**src/rtl/spi_register_access_master_defines.svh**
```systemverilog
// assertion macros for the spi register access master rtl
// no dependencies; included inside the sra_back module body, which checks its own logic
`ifndef SPI_REGISTER_ACCESS_MASTER_DEFINES_SVH
`define SPI_REGISTER_ACCESS_MASTER_DEFINES_SVH

// checked only while out of reset
`define SRA_ASSERT(label, prop, msg) \
    label: assert property (@(posedge aclk) disable iff (!aresetn) prop) else $error(msg);

// checked on every edge, reset included
`define SRA_ASSERT_ALWAYS(label, prop, msg) \
    label: assert property (@(posedge aclk) prop) else $error(msg);

`endif

```
**src/rtl/sra_pkg.sv**
```systemverilog
// shared types and constants for the spi register access master
// no dependencies
`timescale 1ns / 1ps

package sra_pkg;

    localparam int OPCODE_BITS = 8;
    localparam int ADDR_BITS   = 16;
    localparam int DATA_BITS   = 8;
    localparam int FRAME_BITS  = OPCODE_BITS + ADDR_BITS + DATA_BITS;
    localparam int CNT_W       = $clog2(FRAME_BITS + 1);
    localparam int READ_START  = OPCODE_BITS + ADDR_BITS;

    localparam int ACTION_W = 2;
    localparam int CFG_W    = 8;
    localparam int CFG_IDX_W = 1;

    localparam logic [ACTION_W-1:0] ACTION_TICK  = 2'd0;
    localparam logic [ACTION_W-1:0] ACTION_WRITE = 2'd1;
    localparam logic [ACTION_W-1:0] ACTION_READ  = 2'd2;

    localparam logic [CFG_IDX_W-1:0] CFG_WRITE_OPCODE = 1'd0;
    localparam logic [CFG_IDX_W-1:0] CFG_READ_OPCODE  = 1'd1;

    localparam logic [OPCODE_BITS-1:0] WRITE_OPCODE_RESET = 8'd240;
    localparam logic [OPCODE_BITS-1:0] READ_OPCODE_RESET  = 8'd15;

    localparam int QUEUE_DEPTH_DEFAULT = 4;

    typedef logic [1:0] op_t;
    localparam op_t OP_TICK     = 2'd0;
    localparam op_t OP_WR_START = 2'd1;
    localparam op_t OP_READ     = 2'd2;

    typedef struct packed {
        op_t                   op;
        logic [FRAME_BITS-1:0] frame;
        logic                  miso;
    } sra_item_t;

    typedef struct packed {
        logic                 chip_select;
        logic                 mosi;
        logic                 clock_pulse;
        logic                 done_res;
        logic [DATA_BITS-1:0] read_data;
        logic                 rejected;
    } sra_result_t;

endpackage

```
**src/rtl/spi_register_access_master.sv**
```systemverilog
// spi register access master: each input beat is registered in a queue slot, then its result beat in res_reg
// throughput one beat per clock unless m_tready stalls; each beat is one bit period of the frame
// a start beat latches opcode, address and, for a write, data; 32 tick beats clock out the frame
// the decoded beat queue lets input keep flowing while a result beat waits on m_tready
// aresetn is synchronous, active low: idle, queue empty, opcodes back to 0xf0 and 0x0f
`timescale 1ns / 1ps

module spi_register_access_master #(
    parameter int QUEUE_DEPTH = sra_pkg::QUEUE_DEPTH_DEFAULT
) (
    input  logic                          aclk,
    input  logic                          aresetn,
    input  logic                          cfg_wr_en,
    input  logic [sra_pkg::CFG_IDX_W-1:0] cfg_index,
    input  logic [sra_pkg::CFG_W-1:0]     cfg_wdata,
    input  logic                          s_tvalid,
    output logic                          s_tready,
    input  logic [31:0]                   s_tdata,   // address[15:0], write_data[23:16], miso_bit[24]
    input  logic [sra_pkg::ACTION_W-1:0]  s_tuser,   // action[1:0]
    output logic                          m_tvalid,
    input  logic                          m_tready,
    output logic [15:0]                   m_tdata,   // chip_select[0], mosi[1], clock_pulse[2],
                                                     // read_data[10:3], rejected[11]
    output logic                          m_tlast    // done_res
);
    import sra_pkg::*;

    sra_item_t front_item;
    sra_item_t q_item;
    logic      q_valid;
    logic      q_ready;

    sra_front u_front (
        .aclk       (aclk),
        .aresetn    (aresetn),
        .cfg_wr_en  (cfg_wr_en),
        .cfg_index  (cfg_index),
        .cfg_wdata  (cfg_wdata),
        .action     (s_tuser),
        .address    (s_tdata[15:0]),
        .write_data (s_tdata[23:16]),
        .miso_bit   (s_tdata[24]),
        .item       (front_item)
    );

    sra_queue #(
        .DEPTH (QUEUE_DEPTH)
    ) u_queue (
        .aclk      (aclk),
        .aresetn   (aresetn),
        .in_valid  (s_tvalid),
        .in_ready  (s_tready),
        .in_item   (front_item),
        .out_valid (q_valid),
        .out_ready (q_ready),
        .out_item  (q_item)
    );

    sra_back u_back (
        .aclk     (aclk),
        .aresetn  (aresetn),
        .q_valid  (q_valid),
        .q_ready  (q_ready),
        .q_item   (q_item),
        .m_tvalid (m_tvalid),
        .m_tready (m_tready),
        .m_tdata  (m_tdata),
        .m_tlast  (m_tlast)
    );

endmodule

```
**src/rtl/sra_front.sv**
```systemverilog
// front end: holds the opcode registers, decodes each input beat and builds the frame word
// depends on sra_pkg
`timescale 1ns / 1ps

module sra_front (
    input  logic                          aclk,
    input  logic                          aresetn,
    input  logic                          cfg_wr_en,
    input  logic [sra_pkg::CFG_IDX_W-1:0] cfg_index,
    input  logic [sra_pkg::CFG_W-1:0]     cfg_wdata,
    input  logic [sra_pkg::ACTION_W-1:0]  action,
    input  logic [15:0]                   address,
    input  logic [7:0]                    write_data,
    input  logic                          miso_bit,
    output sra_pkg::sra_item_t            item
);
    import sra_pkg::*;

    logic [OPCODE_BITS-1:0] write_opcode_reg;
    logic [OPCODE_BITS-1:0] read_opcode_reg;
    logic [ADDR_BITS-1:0]   addr_field;
    logic [DATA_BITS-1:0]   tail_field;

    always_ff @(posedge aclk) begin
        if (!aresetn) begin
            write_opcode_reg <= WRITE_OPCODE_RESET;
            read_opcode_reg  <= READ_OPCODE_RESET;
        end else if (cfg_wr_en) begin
            case (cfg_index)
                CFG_WRITE_OPCODE: write_opcode_reg <= cfg_wdata[OPCODE_BITS-1:0];
                CFG_READ_OPCODE:  read_opcode_reg  <= cfg_wdata[OPCODE_BITS-1:0];
                default: ;
            endcase
        end
    end

    assign addr_field = ADDR_BITS'(address);

    always_comb begin
        item       = '0;
        item.miso  = miso_bit;
        tail_field = DATA_BITS'(write_data);
        case (action)
            ACTION_WRITE: begin
                item.op    = OP_WR_START;
                item.frame = {write_opcode_reg, addr_field, tail_field};
            end
            ACTION_READ: begin
                // mosi parks on the last address bit while miso comes in
                tail_field = {DATA_BITS{addr_field[0]}};
                item.op    = OP_READ;
                item.frame = {read_opcode_reg, addr_field, tail_field};
            end
            default: begin
                item.op = OP_TICK;
            end
        endcase
    end

endmodule

```
**src/rtl/sra_queue.sv**
```systemverilog
// short fifo of decoded beats between front end and frame engine
// depends on sra_pkg
`timescale 1ns / 1ps

module sra_queue #(
    parameter int DEPTH = sra_pkg::QUEUE_DEPTH_DEFAULT
) (
    input  logic               aclk,
    input  logic               aresetn,
    input  logic               in_valid,
    output logic               in_ready,
    input  sra_pkg::sra_item_t in_item,
    output logic               out_valid,
    input  logic               out_ready,
    output sra_pkg::sra_item_t out_item
);
    import sra_pkg::*;

    localparam int PTR_W = (DEPTH > 1) ? $clog2(DEPTH) : 1;
    localparam int CNT_W_Q = $clog2(DEPTH + 1);

    sra_item_t            slot_reg [DEPTH];
    logic [PTR_W-1:0]     wr_ptr_reg, wr_ptr_next;
    logic [PTR_W-1:0]     rd_ptr_reg, rd_ptr_next;
    logic [CNT_W_Q-1:0]   count_reg, count_next;
    logic                 push, pop;

    assign in_ready  = (count_reg != CNT_W_Q'(DEPTH));
    assign out_valid = (count_reg != '0);
    assign out_item  = slot_reg[rd_ptr_reg];
    assign push      = in_valid && in_ready;
    assign pop       = out_valid && out_ready;

    always_comb begin
        wr_ptr_next = wr_ptr_reg;
        rd_ptr_next = rd_ptr_reg;
        count_next  = count_reg;
        if (push) begin
            wr_ptr_next = (wr_ptr_reg == PTR_W'(DEPTH - 1)) ? '0 : wr_ptr_reg + 1'b1;
        end
        if (pop) begin
            rd_ptr_next = (rd_ptr_reg == PTR_W'(DEPTH - 1)) ? '0 : rd_ptr_reg + 1'b1;
        end
        case ({push, pop})
            2'b10:   count_next = count_reg + 1'b1;
            2'b01:   count_next = count_reg - 1'b1;
            default: count_next = count_reg;
        endcase
    end

    always_ff @(posedge aclk) begin
        if (!aresetn) begin
            wr_ptr_reg <= '0;
            rd_ptr_reg <= '0;
            count_reg  <= '0;
        end else begin
            wr_ptr_reg <= wr_ptr_next;
            rd_ptr_reg <= rd_ptr_next;
            count_reg  <= count_next;
        end
    end

    always_ff @(posedge aclk) begin
        if (push) begin
            slot_reg[wr_ptr_reg] <= in_item;
        end
    end

endmodule

```
**src/rtl/sra_back.sv**
```systemverilog
// frame engine: runs the spi frame one beat per cycle, unless m_tready stalls it, into a registered output beat
// depends on sra_pkg and spi_register_access_master_defines.svh
`timescale 1ns / 1ps

module sra_back (
    input  logic                          aclk,
    input  logic                          aresetn,
    input  logic                          q_valid,
    output logic                          q_ready,
    input  sra_pkg::sra_item_t            q_item,
    output logic                          m_tvalid,
    input  logic                          m_tready,
    output logic [15:0]                   m_tdata,
    output logic                          m_tlast
);
    import sra_pkg::*;
    `include "spi_register_access_master_defines.svh"

    localparam logic [CNT_W-1:0] LAST_BIT   = CNT_W'(FRAME_BITS - 1);
    localparam logic [CNT_W-1:0] READ_FIRST = CNT_W'(READ_START);

    logic                  busy_reg, busy_next;
    logic                  is_read_reg, is_read_next;
    logic [FRAME_BITS-1:0] shift_reg, shift_next;
    logic [CNT_W-1:0]      bits_sent_reg, bits_sent_next;
    logic [DATA_BITS-1:0]  in_shift_reg, in_shift_next;
    logic                  mosi_level_reg, mosi_level_next;
    logic                  m_tvalid_reg;
    sra_result_t           res_reg, res;
    logic                  pop;

    assign q_ready = !m_tvalid_reg || m_tready;
    assign pop     = q_valid && q_ready;

    always_comb begin
        busy_next       = busy_reg;
        is_read_next    = is_read_reg;
        shift_next      = shift_reg;
        bits_sent_next  = bits_sent_reg;
        in_shift_next   = in_shift_reg;
        mosi_level_next = mosi_level_reg;
        res             = '0;
        res.mosi        = mosi_level_reg;
        if (pop) begin
            if (q_item.op == OP_WR_START || q_item.op == OP_READ) begin
                res.chip_select = 1'b1;
                if (busy_reg) begin
                    res.rejected = 1'b1;
                end else begin
                    shift_next     = q_item.frame;
                    busy_next      = 1'b1;
                    is_read_next   = (q_item.op == OP_READ);
                    bits_sent_next = '0;
                    in_shift_next  = '0;
                end
            end else if (busy_reg) begin
                res.chip_select = 1'b1;
                res.clock_pulse = 1'b1;
                mosi_level_next = shift_reg[FRAME_BITS-1];
                res.mosi        = mosi_level_next;
                shift_next      = {shift_reg[FRAME_BITS-2:0], 1'b0};
                if (is_read_reg && bits_sent_reg >= READ_FIRST) begin
                    in_shift_next = {in_shift_reg[DATA_BITS-2:0], q_item.miso};
                end
                if (bits_sent_reg == LAST_BIT) begin
                    res.done_res   = 1'b1;
                    busy_next      = 1'b0;
                    bits_sent_next = '0;
                    if (is_read_reg) begin
                        res.read_data = in_shift_next;
                    end
                end else begin
                    bits_sent_next = bits_sent_reg + 1'b1;
                end
            end
        end
    end

    always_ff @(posedge aclk) begin
        if (!aresetn) begin
            busy_reg       <= 1'b0;
            is_read_reg    <= 1'b0;
            bits_sent_reg  <= '0;
            mosi_level_reg <= 1'b0;
            m_tvalid_reg   <= 1'b0;
        end else begin
            busy_reg       <= busy_next;
            is_read_reg    <= is_read_next;
            bits_sent_reg  <= bits_sent_next;
            mosi_level_reg <= mosi_level_next;
            if (pop) begin
                m_tvalid_reg <= 1'b1;
            end else if (m_tready) begin
                m_tvalid_reg <= 1'b0;
            end
        end
    end

    always_ff @(posedge aclk) begin
        shift_reg    <= shift_next;
        in_shift_reg <= in_shift_next;
        if (pop) begin
            res_reg <= res;
        end
    end

    assign m_tvalid = m_tvalid_reg;
    assign m_tlast  = res_reg.done_res;
    assign m_tdata  = {4'b0000, res_reg.rejected, res_reg.read_data,
                       res_reg.clock_pulse, res_reg.mosi, res_reg.chip_select};

    `SRA_ASSERT(a_idle_count_clear, !busy_reg |-> bits_sent_reg == '0,
                "bit count left nonzero while idle")
    `SRA_ASSERT(a_last_bit_ends,
                (pop && q_item.op == OP_TICK && busy_reg && bits_sent_reg == LAST_BIT)
                |=> (!busy_reg && m_tvalid_reg && m_tlast),
                "last bit did not end frame with done")
    `SRA_ASSERT(a_reject_keeps_frame,
                (pop && busy_reg && q_item.op != OP_TICK)
                |=> (busy_reg && $stable(bits_sent_reg) && $stable(shift_reg)),
                "rejected start disturbed active frame")
    `SRA_ASSERT_ALWAYS(a_reset_idle, !aresetn |=> (!busy_reg && !m_tvalid_reg),
                       "engine not idle after reset")

endmodule
```
**config.mk**
```make
export PLATFORM = sky130hd
export DESIGN_NAME = spi_register_access_master
export DESIGN_NICKNAME = d
export VERILOG_FILES = /design/src/rtl/sra_pkg.sv /design/src/rtl/spi_register_access_master.sv /design/src/rtl/sra_front.sv /design/src/rtl/sra_queue.sv /design/src/rtl/sra_back.sv
export VERILOG_INCLUDE_DIRS = /design/src /design/src/rtl
export SDC_FILE = /design/constraint.sdc
export NUM_CORES = 1
export LEC_CHECK = 0
export BUFFER_PORTS_ARGS = -buffer_cell sky130_fd_sc_hd__buf_4
export CORE_ASPECT_RATIO = 0.9
export CORE_MARGIN = 1.5
export CORE_UTILIZATION = 45
export CTS_CLUSTER_SIZE = 28
export DETAILED_ROUTE_END_ITERATION = 8
export SYNTH_ARGS = -nofsm -noshare
export SYNTH_HDL_FRONTEND = slang
export SYNTH_SLANG_ARGS = --single-unit
export TNS_END_PERCENT = 10
```
**constraint.sdc**
```tcl
create_clock -name aclk -period 7.7 [get_ports aclk]
set_input_delay 1.54 -clock aclk [delete_from_list [all_inputs] [get_ports aclk]]
set_output_delay 1.54 -clock aclk [all_outputs]
set_load 0.02 [all_outputs]
```
# == After elaboration in Yosys (flattened, before gate mapping) ==
# Memories as Yosys holds them, arrays and structs flattened. A register that Yosys moved wholly into a read port is not among the register bits.
# Cells that the tools add are included.
# Widths: inputs -> output; s select.
# op_classes
order_cmp,1
n_reduce_logical,17
add_sub_neg,5
n_eq_ne,11
bitwise_logic,5
n_mux,30
# op_table
op,count
$mux 32,3
$pmux 32 s2,1
$mux 8,5
$mux 6,4
$mux 12,1
$mux 11,1
$eq 2x2->1 const B,5
$mux 9,1
$reduce_and 3->1,3
$mux 1,8
$mux 2,4
$add 6x1->6 const B,1
$eq 2x1->1 const B,3
$eq 6x5->1 const B,1
$ge 6x5->1 const B,1
$pmux 3 s2,1
$reduce_bool 2->1,3
$not 1->1,5
$add 2x1->2 const B,2
$pmux 2 s2,1
$reduce_and 2->1,2
$reduce_or 4->1,1
$add 3x1->3 const B,1
$logic_and 1x1->1,3
other kinds (7),8
# word_totals
ram_bits,140
elab_cells,88
out_inout_bits,19
n_memories,1
regBits,86
# memory_table
name,words,width,rd,rd_ports_with_merged_regs,wr,line,source
u_queue.slot_reg,4,35,1,1,1,sra_queue.sv:22,sra_item_t slot_reg [DEPTH];

# == Longest topological paths before layout ==
# Gate-level depths: netlist of the first run.
# depth
ltp_word,7
mapped_depth,11

# == Hierarchy ==
# A second synthesis of the first run with hierarchy kept.
# unflattened
hier_cells,563
hier_area_um2,9405.3
# by_module_without_submodules
mod,n_inst,seq_area_each_um2,cells_each,area_each_um2
sra_queue,1,4384.2,239,5540.3
sra_back,1,1791.7,189,2798.9
sra_front,1,320.3,135,1066.0

# == Worst setup path after synthesis of the first run ==
# Ideal clock, no wire load.
# synth_path
path_type,register to register
from,register with a tool-made name
to,register u_back.bits_sent_reg[4]
arrival_time_ps,4565
required_time_ps,7585
path_stages_with_launch,11
synth_period_minus_slack_ps,4681
path_slack_ps,3019
cell_sequence,dfxtp_1 > buf_2 > buf_4 > mux4_2 > ha_1 > inv_2 > clkbuf_1 > ha_1 > nor3_2 > a21boi_0 > o21a_1
# synth_rtl
element,line,source
end signal: assignment,sra_back.sv:89,bits_sent_reg <= bits_sent_next;
end: declaration,sra_back.sv:25,"logic [CNT_W-1:0] bits_sent_reg, bits_sent_next;"

# == Worst setup path after layout of the first run ==
# layout_path
from,input m_tready
to,register u_queue.count_reg[2]
# layout_via
elab_chain_cells,4
elab_cells_between_ends,6
cone_classes,eq/ne: 2; mux: 1; reduce/logical: 3
# layout_lines
element,line,source
start: declaration,spi_register_access_master.sv:21,"input logic m_tready,"
$logic_or 1x1->1 (*),sra_back.sv:32,assign q_ready = !m_tvalid_reg || m_tready;
$logic_and 1x1->1 (*),-,
via u_back.pop,sra_back.sv:30,logic pop;
$eq 2x1->1 / $eq 2x2->1 (equally long branches),sra_queue.sv:44,"case ({push, pop})"
$pmux 3 s2 / $reduce_bool 2->1 (equally long branches),-,
end signal: assignment,sra_queue.sv:59,count_reg <= count_next;
end: declaration,sra_queue.sv:25,"logic [CNT_W_Q-1:0] count_reg, count_next;"
# The timed path passes the listed nets; every way through them passes the cells marked *.
# A chain may end at the register's enable or synchronous reset.

==> results of run 1 <==
power by group through the flow:
stage / sequential (mW) / combinational, mW / clock (mW)
4_1_cts: 1.80 / 1.10 / 1.08
2_1_floorplan: 1.86 / 0.714 / 0
3_3_place_gp: 1.81 / 1.07 / 0
5_1_grt: 1.83 / 1.21 / 1.12
3_5_place_dp: 1.83 / 1.09 / 0
6_report: 1.80 / 1.07 / 1.05
kinds of logic (layout without fill, tap and decap cells):
| group | Yosys count | count (layout) |
|---|---|---|
| AOI/OAI and AO/OA | 49 | 49 |
| xor gates and xnor gates | 2 | 2 |
| adders and majority gates | 16 | 16 |
| buffers and inverters | 47 | 120 |
| DFF | 228 | 228 |
| muxes | 46 | 46 |
| other | 1 | 4 |
| and+or+nand+nor | 235 | 235 |
cells in the final DEF (no fill, tap or decap), types with 2 or more instances in the layout:
cell and count:
clkbuf_16 25, a21oi_1 11, nor2b_1 4, and2_1 23
edfxtp_1 193, nand2b_1 2, mux2_2 2, conb_1 4
mux4_2 35, a21boi_0 13, a22oi_1 8, o21ai_0 4
ha_1 15, clkinv_1 8, mux2i_1 9, nor3_1 3
nand3_1 13, and3_1 4, buf_4 65, or3_1 2
nand3b_1 2, nand2_1 146, dfxtp_1 34, inv_1 12
o21a_1 4, nor2_1 29, a41o_1 2, clkbuf_1 4
o22ai_1 2, clkinv_2 4
stage by stage:
| stage | hold WS (ns) | cell area (um2) | std cells | worst slack (ns) |
|---|---|---|---|---|
| after CTS | 0.474 | 10600 | 955 | 4.09 |
| after global placement | 0.452 | 9900 | 913 | 3.75 |
| after floorplan | 0.441 | 9240 | 627 | 3.02 |
| after detailed placement | 0.464 | 9900 | 913 | 3.57 |
| after global routing | 0.488 | 10600 | 955 | 3.92 |
| final | 0.471 | 10600 | 955 | 4.10 |
cell type report:
cell class              count  area (um2)
well taps                 255         319
flip-flops and latches    228        6500
clock buffers              29         641
multi-input cells         352        2540
repair buffers             65         488
inverters                  13        48.8
fillers                  1631        9430
clock inverters            13        80.1
critical path, stage by stage:
cell,delay (ns)
buf_4,0.08
nor2b_1,0.11
nor2_2,0.85
ha_1,0.34
inv_1,0.06
fa_1,0.37
xor2_1,0.18
or3_1,0.33
a21boi_0,0.16
worst min path at each step:
stage	startpoint	end	cells after the start
after detailed placement	u_front.write_opcode_reg[5]	u_front.write_opcode_reg[5]	2
after CTS	u_front.read_opcode_reg[7]	u_front.read_opcode_reg[7]	2
after global routing	u_front.read_opcode_reg[7]	u_front.read_opcode_reg[7]	2
after floorplan	u_front.read_opcode_reg[0]	u_front.read_opcode_reg[0]	2
final	u_front.read_opcode_reg[7]	u_front.read_opcode_reg[7]	2
after global placement	u_front.write_opcode_reg[3]	u_front.write_opcode_reg[3]	2
layer usage:
metal	share of wire, %	global-route usage (%)	vias to the layer above
met4	1.4	4.65	0
met1	43	21.6	2529
met2	51	29.8	96
met5	0	0	-
met3	4.2	2.31	16
li1	-	-	2385
==> metrics.txt, run 1 <==
worst setup path end=u_queue.count_reg[2]; Comb pwr share=27.2%; top cells by count, synth=edfxtp_1, nand2_1, dfxtp_1, mux4_2, nor2_1; Worst Setup SP=m_tready; max-cap viol count=0; Layout area overhead=15.1%; clock slew at reported path FFs=0.06 ns; post-synthesis register bit count=228; number of synthesized flops with an enable pin=193; first-pass GRT wire length=27.9 mm; Setup CP Type=in2reg; Mapped Area=9230 um2; detailed placement HPWL=10.0 mm; share of power burned in registers=45.9%; WP data arrival=4.03 ns; gpl congestion=0.725; clock network fraction of total power=26.9%; post-synth top area share=62.8%; fin util=53.0%; CTS Hold Bufs=0; Final period util=46.8%; setup slack, reg-to-reg=4.47 ns; RSZ-0062 raised after global routing=false; Pwr Total=3.92 mW; # diodes=0; Bufs on Longest Clock Path=3; Num CTS Buffers=25; switching power share of the total=30.4%; CTS resizes=0; Leak=3.91 nW; Net Sw Power=1.19 mW; WL per Instance=18.1 um; worst reg2reg endpoint=u_back.bits_sent_reg[4]; Pins Over Slew Limit=0; Buffers on Ports=55; Max FO, Critical Path=22; remaining global-route overflow=0; Clock Latency Late Sink=0.50 ns; # DRC=0; share of synthesized flip-flops with an asynchronous set or reset=0%; Max VDD drop=0.222 mV; Die ar.=21400 um2; final WL=17.3 mm; vias in the first global route=5359; antenna violations before repair=0; DRT iter0 DRCs=308; setup bufs post-CTS=0; core footprint=20000 um2; nets=749; largest net degree at the start of global routing=45; internal power=2.73 mW; antenna viol nets, final=0; CTS tree=yes; vias per cell=5.26; H-tree levels=1; Overall Global Routing Usage=16.8%; largest family of logic cells by synthesized area=simple AND/OR/NAND/NOR gates; xor/xnor cell area share of the yosys netlist=0.190%; FP Rows=49; count leader, synth=edfxtp_1; final critical-path required period=3.60 ns; Max Freq=277 MHz; syn avg cell area=14.8 um2; register area share after synthesis=70.4%; Fin. Hold Viols=0; cell taking the most area after synthesis=edfxtp_1; Post-Route Skew=0.00692 ns; P per Cell Area=370 nW/um2; Least-Margin Pin Slew=1.17 ns; yosys warns=0; Compound-Gate Fraction of Synth Area=3.77%; die width=154 um; # IOs=67; Cells after Synth=624; # clock sinks=228; Slew Limit Headroom=21.6%; Worst Path Required=8.13 ns; mux contribution to synthesized area=9.76%; status=completed; top cells by area, synth=edfxtp_1, mux4_2, dfxtp_1; Starting Density=46.0%; Worst Hold Class=reg2reg; setup_tns=0 ns; endpoint class of the critical path=flop; cells on worst reg2reg path=9; die height=139 um; # setup viols final=0; post-synthesis adder-cell area fraction=2.25%; CP Launch Type=primary input; root buf cell=clkbuf_16; most common flop cell mapped by yosys=edfxtp_1; max reg flops=140; Post-Synth Simple-Gate Area=11.3%; Distinct cells, synth=44; via count=5026; layout cell share with drive strength beyond 1=20.4%; drt first pass iters=4
Note: power is estimated with default switching activity, not from simulation.
==> run 2, diff against run 1 <==
==> constraint.sdc (replaced) <==
create_clock -name aclk -period 3.35 [get_ports aclk]
set_input_delay 0.67 -clock aclk [delete_from_list [all_inputs] [get_ports aclk]]
set_output_delay 0.67 -clock aclk [all_outputs]
set_load 0.02 [all_outputs]
==> metrics.txt, run 2 (synthesis results as in run 1) <==
Pins Over Slew Limit=0 (unchanged); CTS resizes=0 (unchanged); Bufs on Longest Clock Path=3 (unchanged); # diodes=0 (unchanged); P per Cell Area=859 nW/um2 (+130%); via count=5092 (+1.3%); Max Freq=370 MHz; Max FO, Critical Path=38 (+73%); DRT iter0 DRCs=336 (+9.1%); Post-Route Skew=0.0122 ns (+0.00529 ns); # IOs=67 (unchanged); CP Launch Type=flop; nets=752 (+0.40%); Overall Global Routing Usage=16.6% (-0.14 points); Leak=3.95 nW (+1.0%); Final period util=80.6%; drt first pass iters=4 (unchanged); most frequent cells in the layout=edfxtp_1, nand2_1, buf_4; commonest non-fill, non-tap cell in the layout=edfxtp_1; H-tree levels=1 (unchanged); CTS Hold Bufs=0 (unchanged); Slew Limit Headroom=49.5% (+28 points); FP Rows=49 (unchanged); gpl congestion=0.694 (-4.3%); antenna viol nets, final=0 (unchanged); root buf cell=clkbuf_16; vias per cell=5.30 (+0.68%); Inst Count DP=917 (+0.44%); Setup CP Type=reg2reg; Worst Path Required=3.76 ns (-4.37 ns); die height=139 um (unchanged); design area=10700 um2 (+0.88%); final WL=17.1 mm (-0.86%); first-pass GRT wire length=27.9 mm (-0.25%); RSZ-0062 raised after global routing=false; Pwr Total=9.20 mW (+130%); setup_tns=0 ns (unchanged); Clock Latency Late Sink=0.51 ns (about the same); Layout area overhead=16.1%; Least-Margin Pin Slew=0.757 ns (-0.414 ns); setup bufs post-CTS=0 (unchanged); Num CTS Buffers=24 (-4.0%); detailed placement HPWL=9.98 mm (-0.53%); endpoint class of the critical path=flop; Buffers on Ports=55 (unchanged); layout cell share with drive strength beyond 1=21.5% (+1.1 points); DP Area=9950 um2 (+0.58%); WP data arrival=3.11 ns (-0.92 ns); setup slack, reg-to-reg=0.65 ns (-3.82 ns); antenna violations before repair=0 (unchanged); max reg flops=140 (unchanged); Starting Density=46.0% (unchanged); CTS tree=yes; status=completed; remaining global-route overflow=0 (unchanged); # clock sinks=228 (unchanged); final critical-path required period=2.70 ns; vias in the first global route=5389 (+0.56%); Worst Hold Class=in2reg; WL per Instance=17.8 um (-1.5%); die width=154 um (unchanged); # setup viols final=0 (unchanged); clock slew at reported path FFs=0.06 ns (about the same); Final Non-Filler Cells=961 (+0.63%); max-cap viol count=0 (unchanged); Die ar.=21400 um2 (unchanged); core footprint=20000 um2 (unchanged); # DRC=0 (unchanged); Fin. Hold Viols=0 (unchanged); Max VDD drop=0.446 mV (+100%); largest net degree at the start of global routing=39 (-13%)
run 2: cell types whose count changed in the layout (fill, tap and decap cells not counted):
cell	delta
a21boi_0	-1
a21boi_1	+1
buf_4	+4
bufinv_16	+1
clkbuf_1	-1
clkinv_2	+1
clkinvlp_2	+1
ha_1	-2
ha_4	+2
inv_2	-1
inv_4	+1
run 2: final timing paths:
path                         startpoint                    endpoint  cells past startpoint
max                                flop     u_back.bits_sent_reg[3]                      9
min                         s_tdata[24]      u_queue.slot_reg[1][0]                      1
min reg2reg  u_front.read_opcode_reg[7]  u_front.read_opcode_reg[7]                      2
max reg2reg                        flop     u_back.bits_sent_reg[3]                      9
run 2: critical path, stage by stage, from the launching register on:
cell and delay, ns:
dfxtp_2 0.39, mux4_2 0.51, inv_1 0.10, ha_4 0.21, inv_4 0.14, ha_4 0.23, nor3_4 0.17, buf_4 0.48
o22ai_1 0.18, o21a_1 0.18
run 2: layout make-up:
class                      count  area, um2
timing repair buffer          69        518
sequential                   228       6500
clock buffer                  28        637
clock inverter                16        120
fill                        1623       9340
multi-input combinational    352       2570
inverter                      13       51.3
tap                          255        319
run 2: where the power goes:
group / switching [mW] / total, mW / internal (mW)
Clock: 1.03 / 2.53 / 1.50
Combinational: 1.57 / 2.52 / 0.945
Sequential: 0.200 / 4.15 / 3.95
run 2: layer usage:
| metal | track usage (%) | up-vias | routed length, um |
|---|---|---|---|
| met5 | 0 | - | 0 |
| met4 | 4.60 | 0 | 311 |
| met3 | 2.69 | 28 | 551 |
| met2 | 28.4 | 96 | 8730 |
| met1 | 22.2 | 2569 | 7530 |
| li1 | - | 2399 | - |
run 2: per-stage QoR:
stage | worst slack, ns | utilization (%) | hold slack [ns]
floorplan | -0.148 | - | 0.441
global placement | 0.661 | 49.6 | 0.452
detailed placement | 0.622 | 49.6 | 0.461
CTS | 0.617 | 53.4 | 0.352
global route | 0.504 | 53.4 | 0.360
finish | 0.651 | 53.4 | 0.368
==> run 3, diff against run 2 <==
==> constraint.sdc (replaced) <==
create_clock -name aclk -period 2.8 [get_ports aclk]
set_input_delay 0.56 -clock aclk [delete_from_list [all_inputs] [get_ports aclk]]
set_output_delay 0.56 -clock aclk [all_outputs]
set_load 0.02 [all_outputs]
==> metrics.txt, run 3 (synthesis results as in run 1) <==
Final period util=91.9% (+11 points); commonest non-fill, non-tap cell in the layout=edfxtp_1; layout cell share with drive strength beyond 1=21.3% (-0.20 points); CTS resizes=0 (unchanged); detailed placement HPWL=10.0 mm (+0.41%); Fin. Hold Viols=0 (unchanged); max-cap viol count=0 (unchanged); setup bufs post-CTS=0 (unchanged); first-pass GRT wire length=27.8 mm (-0.15%); WP data arrival=2.77 ns (-0.34 ns); Max Freq=388 MHz (+4.8%); most frequent cells in the layout=edfxtp_1, nand2_1, buf_4; Num CTS Buffers=25 (+4.2%); Sequential Area=6500 um2 (unchanged); worst reg2reg endpoint=u_back.shift_reg[1]; CTS Hold Bufs=0 (unchanged); largest net degree at the start of global routing=39 (unchanged); remaining global-route overflow=0 (unchanged); Pins Over Slew Limit=0 (unchanged); # IOs=67 (unchanged); antenna viol nets, final=0 (unchanged); antenna violations before repair=0 (unchanged); CP bufs+invs=3 (unchanged); Least-Margin Pin Slew=0.683 ns (-0.0745 ns); endpoint class of the critical path=flop; via count=5083 (-0.18%); Setup CP Type=reg2reg; gpl congestion=0.710 (+2.4%); Final Non-Filler Cells=963 (+0.21%); max reg flops=140 (unchanged); Worst Hold Class=in2reg; # DRC=0 (unchanged); Pwr Total=11.2 mW (+21%); root buf cell=clkbuf_16; Worst Path Required=3.00 ns (-0.76 ns); CP max stage delay=0.51 ns (about the same); vias in the first global route=5263 (-2.3%); CP max stage cell=mux4_2; Min-Delay Endpoint=u_queue.slot_reg[2][0]; RSZ-0062 raised after global routing=false; CTS tree=yes; Critical Path, Cell by Cell=mux4_2 > inv_1 > ha_4 > inv_4 > ha_4 > nor3_4 > buf_12; Slew Limit Headroom=54.5% (+5.0 points); Critical Path Most Common Cell=ha_4; hold path depth=1 (unchanged); setup slack, reg-to-reg=0.23 ns (-0.43 ns); Bufs on Longest Clock Path=3 (unchanged); Inst Count DP=918 (+0.11%); Post-Route Skew=0.0205 ns (+0.00826 ns); WL per Instance=17.9 um (+0.22%); Leak=3.97 nW (+0.45%); H-tree levels=1 (unchanged); clock slew at reported path FFs=0.06 ns (about the same); Max VDD drop=0.588 mV (+32%); CP delay by family, top=buffers and inverters; core footprint=20000 um2 (unchanged); final critical-path required period=2.57 ns (-0.125 ns); # setup viols final=0 (unchanged); final WL=17.2 mm (+0.43%); Filler cells=1637 (+0.86%); P per Cell Area=1040 nW/um2 (+21%); Overall Global Routing Usage=16.6% (-0.029 points); Buffers on Ports=55 (unchanged); FP Rows=49 (unchanged); Layout area overhead=16.6%; Max FO, Critical Path=31 (-18%); # clock sinks=228 (unchanged); status=completed; drt first pass iters=5 (+1); cells on worst reg2reg path=7 (-2); Clock Latency Late Sink=0.52 ns (about the same); hold path start=s_tdata[24]; # diodes=0 (unchanged); vias per cell=5.28 (-0.38%); Multi-input gate area=2570 um2 (unchanged); CP Launch Type=flop; Starting Density=46.0% (unchanged); DRT iter0 DRCs=309 (-8.0%); die height=139 um (unchanged); nets=754 (+0.27%); Die ar.=21400 um2 (unchanged); die width=154 um (unchanged)
## run 3: cell count changes in the layout (fill, tap and decap cells not counted), sizes merged
cell and delta:
bufinv +1, clkbuf +6, clkinv -6, clkinvlp -1, buf +1, inv +1
## run 3: cell type report
type,count,share of cell area (%)
repair buffers,70,5.00
inverters,13,0.477
flip-flops and latches,228,60.4
well taps,255,2.97
clock inverters,11,1.19
multi-input cells,352,23.9
clock buffers,34,6.13
## run 3: power breakdown
part,total [mW],switching [mW],internal (mW)
combinational,3.04,1.88,1.17
sequential,4.95,0.234,4.72
clock,3.16,1.24,1.92
total,11.2,3.35,7.81
## run 3: worst max-delay path by stage
stage                     startpoint                      end  slack [ns]  cells past startpoint
final                           flop      u_back.shift_reg[1]        0.23                      7
after global routing            flop      u_back.shift_reg[0]        0.08                      7
after CTS                       flop     u_back.shift_reg[27]        0.20                      7
after detailed placement        flop      u_back.shift_reg[8]        0.20                      7
after global placement          flop     u_back.shift_reg[10]        0.25                      7
after floorplan                 flop  u_back.bits_sent_reg[3]       -0.70                     10
## run 3: layer usage
| layer | share of wire [%] | track usage [%] |
|---|---|---|
| met1 | 45 | 22.1 |
| met2 | 50 | 28.2 |
| met3 | 3.2 | 2.09 |
| met4 | 2.3 | 5.77 |
| met5 | 0 | 0 |
## run 3: per-stage QoR
step | utilization [%] | setup TNS, ns | setup slack, ns | cell area, um2 | hold WS [ns]
after floorplan | - | -26.36 | -0.698 | 9300 | 0.441
after global placement | 49.7 | 0 | 0.252 | 9970 | 0.453
after detailed placement | 49.7 | 0 | 0.196 | 9970 | 0.456
after CTS | 53.7 | 0 | 0.199 | 10800 | 0.249
after global routing | 53.7 | 0 | 0.0763 | 10800 | 0.262
final | 53.7 | 0 | 0.226 | 10800 | 0.265
